===== config.mk =====
export PLATFORM = sky130hd
export DESIGN_NAME = battery_uvlo_power_switch
export DESIGN_NICKNAME = d
export VERILOG_FILES = /design/src/rtl/core/bup_pkg.sv /design/src/rtl/core/bup_cfg_regs.sv /design/src/rtl/core/bup_step.sv /design/src/rtl/core/battery_uvlo_power_switch.sv
export SDC_FILE = /design/constraint.sdc
export NUM_CORES = 1
export LEC_CHECK = 0
export ABC_CLOCK_PERIOD_IN_PS = 3650
export BUFFER_PORTS_ARGS = -buffer_cell sky130_fd_sc_hd__buf_2
export CAP_MARGIN = 25
export CORE_MARGIN = 2
export CORE_UTILIZATION = 50
export CTS_CLUSTER_SIZE = 8
export DETAILED_ROUTE_END_ITERATION = 8
export GPL_ROUTABILITY_DRIVEN = 0
export PLACE_DENSITY = 0.77
export SETUP_SLACK_MARGIN = 0.5
export SLEW_MARGIN = 20
export SYNTH_ARGS = -nofsm -noshare
export SYNTH_HDL_FRONTEND = slang
export SYNTH_SLANG_ARGS = --single-unit

===== constraint.sdc =====
create_clock -name clk -period 3.65 [get_ports clk]
set_input_delay 0.73 -clock clk [delete_from_list [all_inputs] [get_ports clk]]
set_output_delay 0.73 -clock clk [all_outputs]
set_load 0.01 [all_outputs]

===== src/rtl/core/bup_pkg.sv =====
package bup_pkg;

    // Field widths
    localparam int OpWidth     = 2;
    localparam int AdcWidth    = 10;
    localparam int ModeWidth   = 2;
    localparam int TickWidth   = 8;
    localparam int CfgIdxWidth = 3;
    localparam int CfgDatWidth = 10;
    localparam int InDataWidth  = 16;
    localparam int OutDataWidth = 8;

    // Event codes
    localparam logic [OpWidth-1:0] OP_SAMPLE    = 2'd0;
    localparam logic [OpWidth-1:0] OP_TICK      = 2'd1;
    localparam logic [OpWidth-1:0] OP_ON_CHANGE = 2'd2;
    localparam logic [OpWidth-1:0] OP_OFF       = 2'd3;

    // Button modes
    localparam logic [ModeWidth-1:0] MODE_TWO       = 2'd0;
    localparam logic [ModeWidth-1:0] MODE_ALWAYS_ON = 2'd1;
    localparam logic [ModeWidth-1:0] MODE_ON_ONLY   = 2'd2;
    localparam logic [ModeWidth-1:0] MODE_FLIP      = 2'd3;

    // Configuration register indexes
    localparam logic [CfgIdxWidth-1:0] REG_MODE       = 3'd0;
    localparam logic [CfgIdxWidth-1:0] REG_UPPER      = 3'd1;
    localparam logic [CfgIdxWidth-1:0] REG_LOWER      = 3'd2;
    localparam logic [CfgIdxWidth-1:0] REG_LONG_PRESS = 3'd3;
    localparam logic [CfgIdxWidth-1:0] REG_HOLDOFF    = 3'd4;

    // Reset values
    localparam logic [ModeWidth-1:0] RST_MODE       = MODE_TWO;
    localparam logic [AdcWidth-1:0]  RST_UPPER      = 10'd823;
    localparam logic [AdcWidth-1:0]  RST_LOWER      = 10'd759;
    localparam logic [TickWidth-1:0] RST_LONG_PRESS = 8'd10;
    localparam logic [TickWidth-1:0] RST_HOLDOFF    = 8'd3;

    typedef struct packed {
        logic [ModeWidth-1:0] mode;
        logic [AdcWidth-1:0]  upper_threshold;
        logic [AdcWidth-1:0]  lower_threshold;
        logic [TickWidth-1:0] long_press_ticks;
        logic [TickWidth-1:0] holdoff_ticks;
    } cfg_t;

    typedef struct packed {
        logic                 key;
        logic                 volt;
        logic                 enable;
        logic [TickWidth-1:0] press_count;
        logic [TickWidth-1:0] holdoff;
    } state_t;

    typedef struct packed {
        logic sleep_allowed;
        logic sample_request;
        logic voltage_good;
        logic key_on;
        logic power_enable;
    } result_t;

endpackage


===== src/rtl/core/bup_cfg_regs.sv =====
module bup_cfg_regs (
    input  logic                             clk,
    input  logic                             rst_n,
    input  logic                             cfg_wr_en,
    input  logic [bup_pkg::CfgIdxWidth-1:0]  cfg_addr,
    input  logic [bup_pkg::CfgDatWidth-1:0]  cfg_wdata,
    output bup_pkg::cfg_t                    cfg
);
    import bup_pkg::*;

    cfg_t cfg_reg;
    cfg_t cfg_next;

    // Register decode
    always_comb
    begin
        cfg_next = cfg_reg;
        if (cfg_wr_en)
        begin
            unique case (cfg_addr)
                REG_MODE:       cfg_next.mode             = cfg_wdata[ModeWidth-1:0];
                REG_UPPER:      cfg_next.upper_threshold  = cfg_wdata[AdcWidth-1:0];
                REG_LOWER:      cfg_next.lower_threshold  = cfg_wdata[AdcWidth-1:0];
                REG_LONG_PRESS: cfg_next.long_press_ticks = cfg_wdata[TickWidth-1:0];
                REG_HOLDOFF:    cfg_next.holdoff_ticks    = cfg_wdata[TickWidth-1:0];
                default:        cfg_next = cfg_reg;
            endcase
        end
    end

    always_ff @(posedge clk or negedge rst_n)
    begin
        if (!rst_n)
        begin
            cfg_reg.mode             <= RST_MODE;
            cfg_reg.upper_threshold  <= RST_UPPER;
            cfg_reg.lower_threshold  <= RST_LOWER;
            cfg_reg.long_press_ticks <= RST_LONG_PRESS;
            cfg_reg.holdoff_ticks    <= RST_HOLDOFF;
        end
        else
        begin
            cfg_reg <= cfg_next;
        end
    end

    assign cfg = cfg_reg;

endmodule


===== src/rtl/core/bup_step.sv =====
module bup_step (
    input  bup_pkg::cfg_t                  cfg,
    input  bup_pkg::state_t                cur,
    input  logic [bup_pkg::OpWidth-1:0]    operation,
    input  logic [bup_pkg::AdcWidth-1:0]   adc_value,
    input  logic                           on_pressed,
    output bup_pkg::state_t                nxt,
    output bup_pkg::result_t               res
);
    import bup_pkg::*;

    // Enable follows key AND voltage; a falling enable loads the holdoff
    function automatic state_t apply_enable(input state_t s, input logic [TickWidth-1:0] load);
        state_t r;
        r = s;
        if (r.key && r.volt)
        begin
            r.enable = 1'b1;
        end
        else if (r.enable)
        begin
            r.enable  = 1'b0;
            r.holdoff = load;
        end
        return r;
    endfunction

    state_t               st;
    logic                 sample;
    logic                 press_mode;
    logic [TickWidth-1:0] press_inc;

    assign press_mode = (cfg.mode == MODE_TWO) || (cfg.mode == MODE_ON_ONLY);
    assign press_inc  = cur.press_count + 8'd1;

    // Event handling
    always_comb
    begin
        st     = cur;
        sample = 1'b0;
        unique case (operation)
            OP_SAMPLE:
            begin
                if (adc_value > cfg.upper_threshold)
                begin
                    st.volt = 1'b1;
                end
                if (adc_value < cfg.lower_threshold)
                begin
                    st.volt = 1'b0;
                    if (cfg.mode != MODE_ALWAYS_ON)
                    begin
                        st.key = 1'b0;
                    end
                end
                st = apply_enable(st, cfg.holdoff_ticks);
            end
            OP_TICK:
            begin
                sample = 1'b1;
                if (press_mode)
                begin
                    if (on_pressed)
                    begin
                        st.press_count = press_inc;
                        if (press_inc == cfg.long_press_ticks)
                        begin
                            st.press_count = '0;
                            st.key         = 1'b0;
                            st             = apply_enable(st, cfg.holdoff_ticks);
                        end
                    end
                    else
                    begin
                        st.press_count = '0;
                    end
                end
                // holdoff counts down after a possible reload
                if (st.holdoff != '0)
                begin
                    st.holdoff = st.holdoff - 8'd1;
                end
            end
            OP_ON_CHANGE:
            begin
                if (cfg.mode == MODE_FLIP)
                begin
                    if (on_pressed)
                    begin
                        st.key = !cur.key;
                        sample = !cur.key;
                        st     = apply_enable(st, cfg.holdoff_ticks);
                    end
                end
                else if (cfg.mode != MODE_ALWAYS_ON)
                begin
                    if (cur.holdoff == '0)
                    begin
                        st.key = 1'b1;
                        sample = 1'b1;
                        st     = apply_enable(st, cfg.holdoff_ticks);
                    end
                end
            end
            OP_OFF:
            begin
                if (cfg.mode == MODE_TWO)
                begin
                    st.key = 1'b0;
                    st     = apply_enable(st, cfg.holdoff_ticks);
                end
            end
            default:
            begin
                st = cur;
            end
        endcase
    end

    assign nxt = st;

    // Result fields
    assign res.power_enable   = st.enable;
    assign res.key_on         = st.key;
    assign res.voltage_good   = st.volt;
    assign res.sample_request = sample;
    assign res.sleep_allowed  = (cfg.mode != MODE_ALWAYS_ON) && !(st.key && st.volt) &&
                                (st.holdoff == '0);

endmodule


===== src/rtl/core/battery_uvlo_power_switch.sv =====
// Battery power switch with undervoltage lockout.
// Each event is held in the input register, and its result is then registered in the result
// register, which drives the master side.
// Throughput: one event per cycle; s_tready only drops while both the input register and
// the result register are full and the result is stalled.
// Reset (rst_n low, asynchronous): key, voltage-good and enable set, counters cleared,
// configuration registers at their defaults, both stages empty.
module battery_uvlo_power_switch (
    input  logic                              clk,
    input  logic                              rst_n,
    // slave stream
    input  logic                              s_tvalid,
    output logic                              s_tready,
    // [1:0] operation, [11:2] adc_value, [12] on_pressed, [15:13] zero
    input  logic [bup_pkg::InDataWidth-1:0]   s_tdata,
    // master stream
    output logic                              m_tvalid,
    input  logic                              m_tready,
    // [0] power_enable, [1] key_on, [2] voltage_good, [3] sample_request,
    // [4] sleep_allowed, [7:5] zero
    output logic [bup_pkg::OutDataWidth-1:0]  m_tdata,
    // configuration write port
    input  logic                              cfg_wr_en,
    input  logic [bup_pkg::CfgIdxWidth-1:0]   cfg_addr,
    input  logic [bup_pkg::CfgDatWidth-1:0]   cfg_wdata
);
    import bup_pkg::*;

    cfg_t                 cfg;
    state_t               state_reg;
    state_t               state_next;
    result_t              res_next;
    result_t              res_reg;
    logic                 in_vld_reg;
    logic [OpWidth-1:0]   in_op_reg;
    logic [AdcWidth-1:0]  in_adc_reg;
    logic                 in_press_reg;
    logic                 out_vld_reg;
    logic                 advance;
    logic                 fire;

    bup_cfg_regs u_cfg (
        .clk       (clk),
        .rst_n     (rst_n),
        .cfg_wr_en (cfg_wr_en),
        .cfg_addr  (cfg_addr),
        .cfg_wdata (cfg_wdata),
        .cfg       (cfg)
    );

    bup_step u_step (
        .cfg        (cfg),
        .cur        (state_reg),
        .operation  (in_op_reg),
        .adc_value  (in_adc_reg),
        .on_pressed (in_press_reg),
        .nxt        (state_next),
        .res        (res_next)
    );

    // Pipeline control
    assign advance  = !out_vld_reg || m_tready;
    assign fire     = in_vld_reg && advance;
    assign s_tready = !in_vld_reg || advance;

    always_ff @(posedge clk or negedge rst_n)
    begin
        if (!rst_n)
        begin
            in_vld_reg  <= 1'b0;
            out_vld_reg <= 1'b0;
        end
        else
        begin
            if (s_tready)
            begin
                in_vld_reg <= s_tvalid;
            end
            if (advance)
            begin
                out_vld_reg <= in_vld_reg;
            end
        end
    end

    // Input register
    always_ff @(posedge clk)
    begin
        if (s_tvalid && s_tready)
        begin
            in_op_reg    <= s_tdata[OpWidth-1:0];
            in_adc_reg   <= s_tdata[OpWidth+AdcWidth-1:OpWidth];
            in_press_reg <= s_tdata[OpWidth+AdcWidth];
        end
    end

    // Result register
    always_ff @(posedge clk)
    begin
        if (fire)
        begin
            res_reg <= res_next;
        end
    end

    // Controller state, updated as each event leaves the input register
    always_ff @(posedge clk or negedge rst_n)
    begin
        if (!rst_n)
        begin
            state_reg.key         <= 1'b1;
            state_reg.volt        <= 1'b1;
            state_reg.enable      <= 1'b1;
            state_reg.press_count <= '0;
            state_reg.holdoff     <= '0;
        end
        else if (fire)
        begin
            state_reg <= state_next;
        end
    end

    assign m_tvalid = out_vld_reg;
    assign m_tdata  = {{(OutDataWidth - $bits(result_t)){1'b0}}, res_reg};

`ifndef SYNTHESIS
    // Enable always tracks key AND voltage
    a_enable_tracks_bits: assert property (@(posedge clk) disable iff (!rst_n)
        state_reg.enable == (state_reg.key && state_reg.volt))
        else $error("enable out of step with key and voltage bits");

    // A stalled result means no event is consumed
    a_state_holds_on_stall: assert property (@(posedge clk) disable iff (!rst_n)
        (out_vld_reg && !m_tready) |=> $stable(state_reg))
        else $error("state changed while result stalled");

    // Sleep is never reported while the output is enabled
    a_sleep_vs_enable: assert property (@(posedge clk) disable iff (!rst_n)
        m_tvalid |-> !(res_reg.sleep_allowed && res_reg.power_enable))
        else $error("sleep allowed with power enabled");

    // An event in the input stage reaches the result stage when it is free
    a_event_moves: assert property (@(posedge clk) disable iff (!rst_n)
        (in_vld_reg && !out_vld_reg) |=> out_vld_reg)
        else $error("event lost between stages");
`endif

endmodule


# ---- Yosys cells after proc, flatten, opt, wreduce, memory -nomap -nowiden
# Index checks and enable logic that the tools add are counted.
dict set report totals {
  register_bits 77
  out_inout_bits 10
  wordCells 94
}
dict set report classes {
  add_sub_neg 2
  magnitude_cmp 2
  eq_ne 12
  n_mux 29
  bitwise_logic 3
  reduce_logical 26
}
# operator n
set ops {}
lappend ops {{$mux W19} 8}
lappend ops {{$pmux W19 S4} 1}
lappend ops {{$mux W8} 7}
lappend ops {{$logic_not A8 Y1} 2}
lappend ops {{$gt A10 B10 Y1} 1}
lappend ops {{$lt A10 B10 Y1} 1}
lappend ops {{$reduce_and A2 Y1} 5}
lappend ops {{$mux W1} 9}
lappend ops {{$add A8 B1 Y8 const B} 1}
lappend ops {{$eq A2 B2 Y1 const B} 4}
lappend ops {{$eq A8 B8 Y1} 1}
lappend ops {{$reduce_bool A8 Y1} 1}
lappend ops {{$sub A8 B1 Y8 const B} 1}
lappend ops {{$logic_and A1 B1 Y1} 7}
lappend ops {{$eq A3 B2 Y1 const B} 2}
lappend ops {{$reduce_and A5 Y1} 1}
lappend ops {{$logic_not A1 Y1} 4}
lappend ops {{$logic_not A2 Y1} 2}
lappend ops {{$mux W2} 2}
lappend ops {{$ne A2 B1 Y1 const B} 2}
lappend ops {{$eq A3 B1 Y1 const B} 1}
lappend ops {{$eq A3 B3 Y1 const B} 1}
lappend ops {{$logic_not A3 Y1} 1}
lappend ops {{$logic_or A1 B1 Y1} 3}
lappend ops {{4 further kinds} 6}

# ---- Depth between registers and ports, before layout
# Gate-level depths: netlist of the first run.
dict set report logic_depth {
  ltp_word 13
  ltp_mapped 16
}

# ---- Hierarchy
# Synthesis of the first run repeated with hierarchy kept, for this count alone.
dict set report unflattened {
  cells_unflattened 496
  hier_area_um2 5240.0
}
# mod instances cells_per_inst area_each_um2
set modules_own_cells {}
lappend modules_own_cells {bup_step 1 341 2302.2}
lappend modules_own_cells {bup_cfg_regs 1 84 1490.2}
lappend modules_own_cells {battery_uvlo_power_switch 1 71 1447.6}

# ---- Worst setup path before layout of the first run
# OpenSTA, ideal clock, no wires.
dict set report synth_timing {
  path_kind {flip-flop to flip-flop}
  startpoint {register state_reg[8] (netlist name)}
  endpoint {register res_reg (netlist bit m_tdata[4]) (data pin)}
  setup_ns 0.170
  arrival_ns 3.698
  setup_slack_ns -0.218
  stages_incl_launch_ff 16
  synth_period_minus_slack_ns 3.868
  path_cell_list {dfrtp_1 > ha_1 > nand3_2 > or3_1 > a21o_1 > nor4_4 > nand3_2 > buf_6 > mux2i_4 > ha_1 > or3b_2 > mux2_2 > xor2_1 > o221ai_1 > a22o_1 > nor4_2}
}
# item line
set synth_lines {}
lappend synth_lines {{start: declaration} battery_uvlo_power_switch.sv:30} ;# state_t state_reg;
lappend synth_lines {{start signal: assignment} battery_uvlo_power_switch.sv:119} ;# state_reg <= state_next;
lappend synth_lines {{end signal: assignment} battery_uvlo_power_switch.sv:102} ;# res_reg <= res_next;
lappend synth_lines {{end: declaration} battery_uvlo_power_switch.sv:33} ;# result_t res_reg;

==> run metrics, run 1 <==
Area Growth Syn to Fin 15.2%; sequential share of power between 40% and 50%; Pwr per Cell Area about 520 mW/mm2; most common cell in the netlist nand2_1; first-pass GRT wire length 18.7 mm; Global Route met3 Usage 4.07%; status completed; die height 103 um; slew margin rel. 47.6%; #FFs+latches synth 77; post-layout util 60.1%; die span in x 103 um; global route overflow 0; Leak 2.34 nW; Internal 1.87 mW; Synth Cell Area 0.00486 mm2; sequential element share of the synthesized area a little over two fifths; Initial Utilization 52.2%; Post-synth top cells nand2_1, o21ai_0, dfrtp_1, mux2_2, inv_1; fraction of layout instances using a drive strength above 1 about 30%; Worst Max-Slew Pin Slew 786 ps; register area between 0.002 and 0.0025 mm2; Post-synth ARST share 76.6%; Synth area leaders dfrtp_1, dfstp_2, edfxtp_1, mux2_2, ha_1; Switch Pwr roughly 1.1 mW; Finished Cell Area 0.00561 mm2; Fmax 275 MHz; crit path capture type flip-flop; Core Area 0.00933 mm2; PortBufs 37; CTS tree yes; clock skew 6.58 ps; # DRC 0; # diodes 0; clock power share roughly 22%; clock buffer count from CTS 9; Post-synth EDFFs 18; Die ar. 0.0105 mm2; reg2reg setup slack 10 ps; CP max-delay cell dfrtp_2; GRT busiest layer met2; Cells after Synth between 400 and 500; std cell rows 35; CP Cell Sequence ha_4, nand3_2, or3_1, a21o_1, nor4_4, nand3_2, mux2i_4, ha_2, or3b_4, o31a_1, a311oi_2, o211ai_1, nor4_2; CP max FO 4; Root Driver clkbuf_8; endpoints failing hold 0; largest net degree at the start of global routing 60; Crit path buffers/inverters 0; most common flop cell mapped by yosys dfrtp_1; Max Transition Viols Final 0; minimum clock period around 3600 ps; number of global-route vias before repair 3997; post-synth top area cell dfrtp_1; max-capacitance violation count 0; M1 GR Usage 29.9%; Ports 44; clock sinks 77; Switching Fraction 36.1%; combinational power share 35.1%; Max Buffers Root-to-Sink 2; RSZ-0062 raised after global routing true; max FFs per register 38; top cell type's share of synthesized area 19.0%; clock edge transition at the registers on the reported setup and hold paths 80 ps; Nets 607; CTS H-Tree Depth 3; CP max stage delay 420 ps; 1st-pass router iterations 5; Worst-Skew Late Latency 360 ps; DR WL/cell 16.2 um; Via Count 4000; hold slack 505 ps; Worst Setup Path Type reg -> reg; initial antenna violation count 0; startpoint types flip-flop; Crit path max-delay family simple AND/OR/NAND/NOR gates; Total Wirelength 11.0 mm; FILL cells around 760; DR vias/cell 5.87; dpl hpwl roughly 8.0 mm; Mapped Avg Cell Area roughly 9.8 um2; area of the multi-input gates 0.00268 mm2; placed cell area around 0.0052 mm2; yosys synthesis warning count 0; Final Setup Violations 0; antenna viol nets, final 0; Arr. time, crit path 3820 ps; critical path required time 3840 ps; period utilization 99.6%; grt met2 use 36.6%; CP dominant cell by count nand3_2; post-synthesis cell type count 63; Peak VDD IR 314 uV; initial drt markers between 200 and 300; worst min path class reg -> reg; GR Util All Layers a little under a quarter
==> placed cells by master, fill, tap and decap left out, types with 4 or more instances in the layout <==
cell      instances
nand2_1          55
inv_1            31
a221oi_1          5
nand4_1           4
dfrtp_1          34
or3_1             5
and3_1            6
a21oi_1          21
dfstp_2          22
o21a_1            5
nand3_1           9
edfxtp_1         18
mux2_2           36
nor4_1            6
a31oi_1           5
nor2b_1           4
o31ai_1           6
nor2_1           20
a22o_1            7
xnor2_1           8
o211ai_1          8
ha_1             24
clkbuf_8          9
xor2_1            4
buf_2            37
nand2b_1          6
mux2i_1          11
nor3_1            7
buf_4            25
o21ai_0          39
==> power groups by stage <==
| stage | clock (mW) | sequential (mW) | combinational, mW |
|---|---|---|---|
| global placement | 0 | 1.25 | 0.893 |
| global route | 0.694 | 1.27 | 1.14 |
| detailed placement | 0 | 1.26 | 0.931 |
| floorplan | 0 | 1.17 | 0.773 |
| CTS | 0.659 | 1.24 | 0.991 |
| finish | 0.654 | 1.25 | 1.03 |
==> logic make-up after synthesis <==
kind of cell | after synthesis | share of synthesized area, %
compound gates | 125 | 16.8
other cells | 1 | 0.0771
buf+inv | 59 | 5.14
fa+ha+maj | 26 | 6.69
flops | 77 | 42.0
mux | 51 | 11.8
xor+xnor | 13 | 2.34
simple gates | 144 | 15.1
==> routing by layer <==
layer  vias to the layer above  routed length (um)
met1                      1925                4860
met2                       143                5250
met5                         -                   0
met3                        21                 697
li1                       1911                   -
met4                         0                 227
==> path summary, 6_finish.rpt <==
| check | startpoint | to | cells after the start |
|---|---|---|---|
| worst max-delay path | state_reg[9] | m_tdata[4] | 13 |
| max in group asynchronous | rst_n | state_reg[8] | 2 |
| worst min-delay path | in_vld_reg | m_tvalid | 1 |
| worst min register to register | in_vld_reg | m_tvalid | 1 |
| min in group asynchronous | rst_n | u_cfg.cfg[36] | 2 |
| worst max register to register | state_reg[9] | m_tdata[4] | 13 |
==> layout make-up <==
type                            count  share of cell area [%]
Sequential cell                    77                    36.5
Tap cell                          129                    2.88
Clock inverter                      7                    1.34
Multi-Input combinational cell    362                    47.8
Clock buffer                        9                    2.21
Timing Repair Buffer               64                    7.05
Inverter                           33                    2.21
==> per-stage QoR <==
stage | worst slack [ps] | std cells | TNS [ps] | power, mW
floorplan | 171 | 498 | 0 | 1.94
global placement | 48.4 | 654 | 0 | 2.14
detailed placement | -49.9 | 654 | -49.9 | 2.19
CTS | 2.45 | 677 | 0 | 2.89
global route | -152 | 681 | -155 | 3.10
finish | 14.9 | 681 | 0 | 2.93
==> what timing repair did <==
item,CTS,global route
setup buffers,7,4
pin swaps,10,4
hold buffers,0,0
endpoints found under the setup margin,9,9
cloned,0,0
resized for setup,15,6
Power figures use the tool's default switching activity.
==> run 2: changes to the inputs <==
--- a/config.mk
+++ b/config.mk
@@ -5,6 +5,7 @@
 export SDC_FILE = /design/constraint.sdc
 export NUM_CORES = 1
 export LEC_CHECK = 0
+export ABC_AREA = 1
 export ABC_CLOCK_PERIOD_IN_PS = 3650
 export BUFFER_PORTS_ARGS = -buffer_cell sky130_fd_sc_hd__buf_2
 export CAP_MARGIN = 25
@@ -13,7 +14,7 @@
 export CTS_CLUSTER_SIZE = 8
 export DETAILED_ROUTE_END_ITERATION = 8
 export GPL_ROUTABILITY_DRIVEN = 0
-export PLACE_DENSITY = 0.77
+export PLACE_DENSITY = 0.76
 export SETUP_SLACK_MARGIN = 0.5
 export SLEW_MARGIN = 20
 export SYNTH_ARGS = -nofsm -noshare
==> run 2 against run 1 <==
Effect of this change: the flow now finishes with violations (DRC); register-to-register slack improved by 650 ps; core utilization decreased by 2.9 points; clock-buffer cell count increased by 1; first-iteration DRC count increased by 37%; combinational power increased by 31%; hold slack got worse by 79 ps; power increased by 9.2%; flip-flop and latch count unchanged; die area increased by 1.5%; via count increased by 14%; cell count increased by 23%.
==> run metrics, run 2 <==
status complete, but fails checks; failing checks DRC; GR Util All Layers 24.2% (+1.5 points); placed cell area 0.00522 mm2 (-0.50%); max-capacitance violation count 0 (unchanged); Post-synth top cells nand2_1, inv_1, o21ai_0; most frequent cells in the layout nand2_1, inv_1, o21ai_0, nand3_1, buf_2; CP max FO 5 (+1); minimum clock period 2990 ps (-647 ps); Ports 44 (unchanged); 1st-pass router iterations 7 (+2); Switch Pwr 1.38 mW (+30%); Switching Fraction 43.1% (+7.0 points); Area Growth Syn to Fin 12.1%; # DRC 1 (+1); Initial Utilization 51.0% (-1.1 points); Total Wirelength 12.3 mm (+11%); clock skew 19.2 ps (+12.6 ps); first-pass GRT wire length 19.9 mm (+6.0%); #FFs+latches synth 77 (unchanged); post-synth top area cell dfrtp_1; Post-CTS Hold Buffers 0 (unchanged); antenna viol nets, final 0 (unchanged); Max Buffers Root-to-Sink 2 (unchanged); dpl hpwl 8.82 mm (+11%); std cell rows 36 (+2.9%); most common cell in the netlist nand2_1; DR WL/cell 14.7 um (-9.5%); critical path required time 3780 ps (-60 ps); Fmax 335 MHz (+22%); PortBufs 37 (unchanged); crit path capture type flip-flop; sequential element share of the synthesized area 41.4% (-0.65 points); startpoint types flip-flop; Post-synth EDFFs 18 (unchanged); global route overflow 0 (unchanged); number of global-route vias before repair 4275 (+7.0%); Die ar. 0.0107 mm2 (+1.5%); fraction of layout instances using a drive strength above 1 17.5% (-13 points); Worst-Skew Late Latency 380 ps (+20 ps); max FFs per register 38 (unchanged); post-layout util 57.2% (-2.9 points); Synth Cell Area 0.00494 mm2 (+1.6%); Core Area 0.00968 mm2 (+3.8%); commonest non-fill, non-tap cell in the layout nand2_1; clock power share 19.9% (-2.4 points); sequential share of power 38.0% (-4.6 points); post-synthesis cell type count 41 (-35%); period utilization 81.9% (-18 points); endpoints failing hold 0 (unchanged); clock sinks 77 (unchanged); Internal 1.82 mW (-2.7%); Pwr per Cell Area 577 mW/mm2 (+11%); Leak 2.61 nW (+12%); Root Driver clkbuf_8; Max Transition Viols Final 0 (unchanged); most common flop cell mapped by yosys dfrtp_1; CTS H-Tree Depth 3 (unchanged); CTS tree yes; Worst Max-Slew Pin Slew 786 ps (+0.469 ps); Mapped Avg Cell Area 7.53 um2 (-23%); DR vias/cell 5.46 (-7.1%); Fin Setup TNS 0 ps (unchanged); FILL cells 868 (+15%); slew margin rel. 47.6% (about the same); clock edge transition at the registers on the reported setup and hold paths 100 ps (+20 ps); clock buffer count from CTS 9 (unchanged); Final Setup Violations 0 (unchanged); die height 103 um (+0.76%); initial drt markers 388 (+37%); Via Count 4557 (+14%); die span in x 103 um (+0.76%); Worst Setup Path Type reg -> reg; Peak VDD IR 314 uV (about the same); Arr. time, crit path 3120 ps (-700 ps); # diodes 0 (unchanged); combinational power share 42.1% (+7.0 points); Synth area leaders dfrtp_1, nand2_1, dfstp_2, edfxtp_1, o21ai_0; worst min path class in -> async; RSZ-0062 raised after global routing false; top cell type's share of synthesized area 18.7% (-0.29 points); yosys synthesis warning count 0 (unchanged); Post-synth ARST share 76.6% (unchanged); largest net degree at the start of global routing 33 (-45%); Finished Cell Area 0.00554 mm2 (-1.2%); Cells after Synth 656 (+32%); Nets 757 (+25%); initial antenna violation count 0 (unchanged)
## run 2: what timing repair did
item,CTS,global route
gates cloned,0,1
setup endpoints to repair,1,3
setup buffers,1,7
endpoints found under the hold margin,0,0
pin swaps,0,5
resized for setup,1,12
## run 2: cell type report
cell class	instances	area, um2	area share (%)
clock inverters	6	50.0	0.904
flip-flops and latches	77	2050	37.0
well taps	133	166	3.00
repair buffers	53	307	5.53
inverters	93	349	6.30
multi-input cells	463	2480	44.8
clock buffers	10	138	2.48
## run 2: kinds of logic (layout without fill, tap and decap cells)
| kind of cell | after synthesis | count (layout) | synth area share, % |
|---|---|---|---|
| other cells | 1 | 3 | 0.0759 |
| xor+xnor | 2 | 2 | 0.355 |
| compound gates | 145 | 145 | 16.2 |
| simple gates | 287 | 287 | 25.7 |
| buf+inv | 118 | 162 | 9.70 |
| flops | 77 | 77 | 41.4 |
| fa+ha+maj | 26 | 26 | 6.58 |
## run 2: worst paths after layout
path / depth (start not counted) / slack [ps] / endpoint / start
setup / recovery: 19 / 660 / m_tdata[4] / state_reg[9]
hold reg to reg: 2 / 490 / state_reg[2] / state_reg[2]
min in group clk: 2 / 490 / state_reg[2] / state_reg[2]
hold / removal: 1 / 430 / state_reg[3] / rst_n
max in group asynchronous: 2 / 2400 / u_cfg.cfg[30] / rst_n
setup reg to reg: 19 / 660 / m_tdata[4] / state_reg[9]
## run 2: power groups by stage
stage / Clock (mW) / Combinational [mW] / Sequential, mW
CTS: 0.649 / 1.24 / 1.21
floorplan: 0 / 0.961 / 1.18
finish: 0.638 / 1.35 / 1.21
global placement: 0 / 1.18 / 1.22
detailed placement: 0 / 1.23 / 1.23
global route: 0.687 / 1.51 / 1.24
## run 2: through the flow
step                total power [mW]  hold slack, ps  std cells  setup slack, ps
global route                    3.44             472        835              487
floorplan                       2.14             434        658              938
detailed placement              2.46             474        810              500
global placement                2.40             472        810              613
CTS                             3.10             442        827              543
finish                          3.20             427        835              662
## run 2: critical path, stage by stage, from the launching register on
cell	delay (ps)
dfrtp_2	450
ha_4	290
xnor2_1	120
nand2_1	90
nor2_2	130
nand3_2	100
nor2_4	160
buf_6	140
nand4_1	100
nand2_2	120
ha_1	140
nand2_1	90
nor2_4	190
nand2_2	100
nand2_1	80
nand3_1	130
nand3b_1	140
nor2_1	60
nand2_1	70
nor2_1	40
## run 2: metal layers
| metal | GRT usage (%) | routed length (um) | vias to the layer above |
|---|---|---|---|
| met5 | 0 | 0 | - |
| met4 | 8.30 | 185 | 0 |
| met3 | 4.57 | 677 | 18 |
| met2 | 41.5 | 6270 | 177 |
| met1 | 30.7 | 5120 | 2114 |
| li1 | - | - | 2248 |
==> run 3: changes to the inputs <==
--- a/config.mk
+++ b/config.mk
@@ -6,7 +6,7 @@
 export NUM_CORES = 1
 export LEC_CHECK = 0
 export ABC_AREA = 1
-export ABC_CLOCK_PERIOD_IN_PS = 3650
+export ABC_CLOCK_PERIOD_IN_PS = 3100
 export BUFFER_PORTS_ARGS = -buffer_cell sky130_fd_sc_hd__buf_2
 export CAP_MARGIN = 25
 export CORE_MARGIN = 2
@@ -14,7 +14,7 @@
 export CTS_CLUSTER_SIZE = 8
 export DETAILED_ROUTE_END_ITERATION = 8
 export GPL_ROUTABILITY_DRIVEN = 0
-export PLACE_DENSITY = 0.76
+export PLACE_DENSITY = 0.74
 export SETUP_SLACK_MARGIN = 0.5
 export SLEW_MARGIN = 20
 export SYNTH_ARGS = -nofsm -noshare
==> constraint.sdc (replaced) <==
create_clock -name clk -period 3.1 [get_ports clk]
set_input_delay 0.62 -clock clk [delete_from_list [all_inputs] [get_ports clk]]
set_output_delay 0.62 -clock clk [all_outputs]
set_load 0.01 [all_outputs]
==> run 3 against run 2 <==
Effect of this change: the flow now finishes without violations; register-to-register slack worse by 420 ps; sequential share of layout area down 1.5 points; power grew 23%; combinational power up 30%; hold slack worse by 32 ps; via count increased by 2.2%; core utilization grew 2.3 points; sequential power up 17%; fmax increased by 4.6%; flip-flop and latch count stayed put; cell area up 4.1%; global-route usage rose by 0.43 points; critical path type unchanged.
==> run metrics, run 3 (synthesized netlist as in run 2, its figures left out) <==
status completed; dpl ws 187 ps (-313 ps); reg2reg setup slack 240 ps (-420 ps); std cell rows 36 (unchanged); clock sinks 77 (unchanged); number of global-route vias before repair 4447 (+4.0%); commonest non-fill, non-tap cell in the layout nand2_1; largest net degree at the start of global routing 60 (+82%); GR Util All Layers 24.6% (+0.43 points); FILL cells 832 (-4.1%); Reg2Reg Depth 21 (+2); Total Wirelength 12.3 mm (+0.42%); clock skew 14.2 ps (-4.97 ps); startpoint types flip-flop; max-capacitance violation count 0 (unchanged); # DRC 0 (-1); Nets 769 (+1.6%); Die ar. 0.0107 mm2 (unchanged); clock buffer count from CTS 9 (unchanged); setup ws final 243 ps (-418 ps); dpl hpwl 8.60 mm (-2.5%); fraction of layout instances using a drive strength above 1 21.7% (+4.2 points); Fmax 350 MHz (+4.6%); Core Area 0.00968 mm2 (unchanged); CTS tree yes; antenna viol nets, final 0 (unchanged); crit path capture type flip-flop; max FFs per register 38 (unchanged); Ports 44 (unchanged); RSZ-0062 raised after global routing true; worst min path class in -> async; critical path required time 3230 ps (-550 ps); Max Transition Viols Final 0 (unchanged); Post-CTS Hold Buffers 0 (unchanged); Via Count 4656 (+2.2%); FF-to-FF End m_tdata[4]; Initial Utilization 51.0% (unchanged); CP max FO 4 (-1); initial antenna violation count 0 (unchanged); clock edge transition at the registers on the reported setup and hold paths 90 ps (about the same); Fin Setup TNS 0 ps (unchanged); Finished Cell Area 0.00577 mm2 (+4.1%); Worst Max-Slew Pin Slew 781 ps (-4.65 ps); PortBufs 37 (unchanged); Final Setup Violations 0 (unchanged); slew margin rel. 47.9% (+0.31 points); CTS H-Tree Depth 3 (unchanged); Arr. time, crit path 2980 ps (-140 ps); Worst Setup Path Type reg -> reg; minimum clock period 2860 ps (-132 ps); Pwr per Cell Area 683 mW/mm2 (+18%); Leak 2.73 nW (+4.6%); DR vias/cell 5.50 (+0.72%); most frequent cells in the layout nand2_1, inv_1, o21ai_0, buf_2, nand3_1; endpoints failing hold 0 (unchanged); placed cell area 0.00527 mm2 (+0.96%); die span in x 103 um (unchanged); Max Buffers Root-to-Sink 2 (unchanged); die height 103 um (unchanged); # diodes 0 (unchanged); global route overflow 0 (unchanged); period utilization 92.2% (+10 points); first-pass GRT wire length 20.6 mm (+3.6%); Worst-Skew Late Latency 360 ps (-20 ps); 1st-pass router iterations 5 (-2); r2r startpoint state_reg[9]; Peak VDD IR 422 uV (+34%); DR WL/cell 14.5 um (-1.0%); initial drt markers 449 (+16%); Root Driver clkbuf_8; Area Growth Syn to Fin 16.7%
[run 3: worst max-delay path, cell delays in order (launching register included)]
cell and delay, ps:
dfrtp_2 430, ha_4 180, nand2_4 70, nand2_1 70, nand2_1 50, nand2_1 50
nor2_2 120, nand3_2 110, nor2_4 160, buf_4 150, buf_6 110, nand4_1 110
nand2_2 150, nand2_4 60, nor2_4 180, nand2_2 110, nand2_1 110, nand3_2 110
nand3b_1 130, nor2_1 50, nand2_1 70, nor2_1 40
[run 3: power by group]
group / internal, mW / switching, mW
sequential: 1.28 / 0.139
combinational: 0.616 / 1.13
clock: 0.390 / 0.382
[run 3: layout make-up]
class                           count  area (um2)  area share, %
Clock buffer                       12         178           3.08
Timing Repair Buffer               65         408           7.07
Multi-Input combinational cell    463        2590           45.0
Inverter                           93         349           6.05
Clock inverter                      4        25.0          0.434
Tap cell                          133         166           2.89
Sequential cell                    77        2050           35.5
[run 3: metrics by stage]
stage	hold WS [ps]	total power, mW	cells	utilization [%]
final	394	3.94	847	59.5
after global routing	422	4.23	847	59.5
after floorplan	324	2.54	658	-
after CTS	428	3.79	842	58.2
after global placement	473	2.87	813	54.4
after detailed placement	478	2.94	813	54.4
[run 3: how the worst max path moves through the flow]
stage / from / to / slack, ps
6_report: state_reg[9] / m_tdata[4] / 240
5_1_grt: state_reg[9] / m_tdata[4] / 50
4_1_cts: state_reg[9] / m_tdata[4] / 320
3_5_place_dp: state_reg[9] / m_tdata[4] / 190
3_3_place_gp: state_reg[9] / m_tdata[4] / 250
2_1_floorplan: state_reg[9] / m_tdata[4] / 510
[run 3: timing repair]
action	CTS	global route
endpoints found under the hold margin	0	0
cloned	2	0
gates resized for setup	15	26
buffers inserted	11	5
pin swaps	7	16
endpoints found under the setup margin	9	11
[run 3: routing by layer]
metal / vias to the layer above / GRT usage [%] / wire [um]
met2: 196 / 41.2 / 6040
met1: 2153 / 31.6 / 5150
met4: 0 / 9.82 / 358
li1: 2271 / - / -
met3: 36 / 4.64 / 751
met5: - / 0 / 0
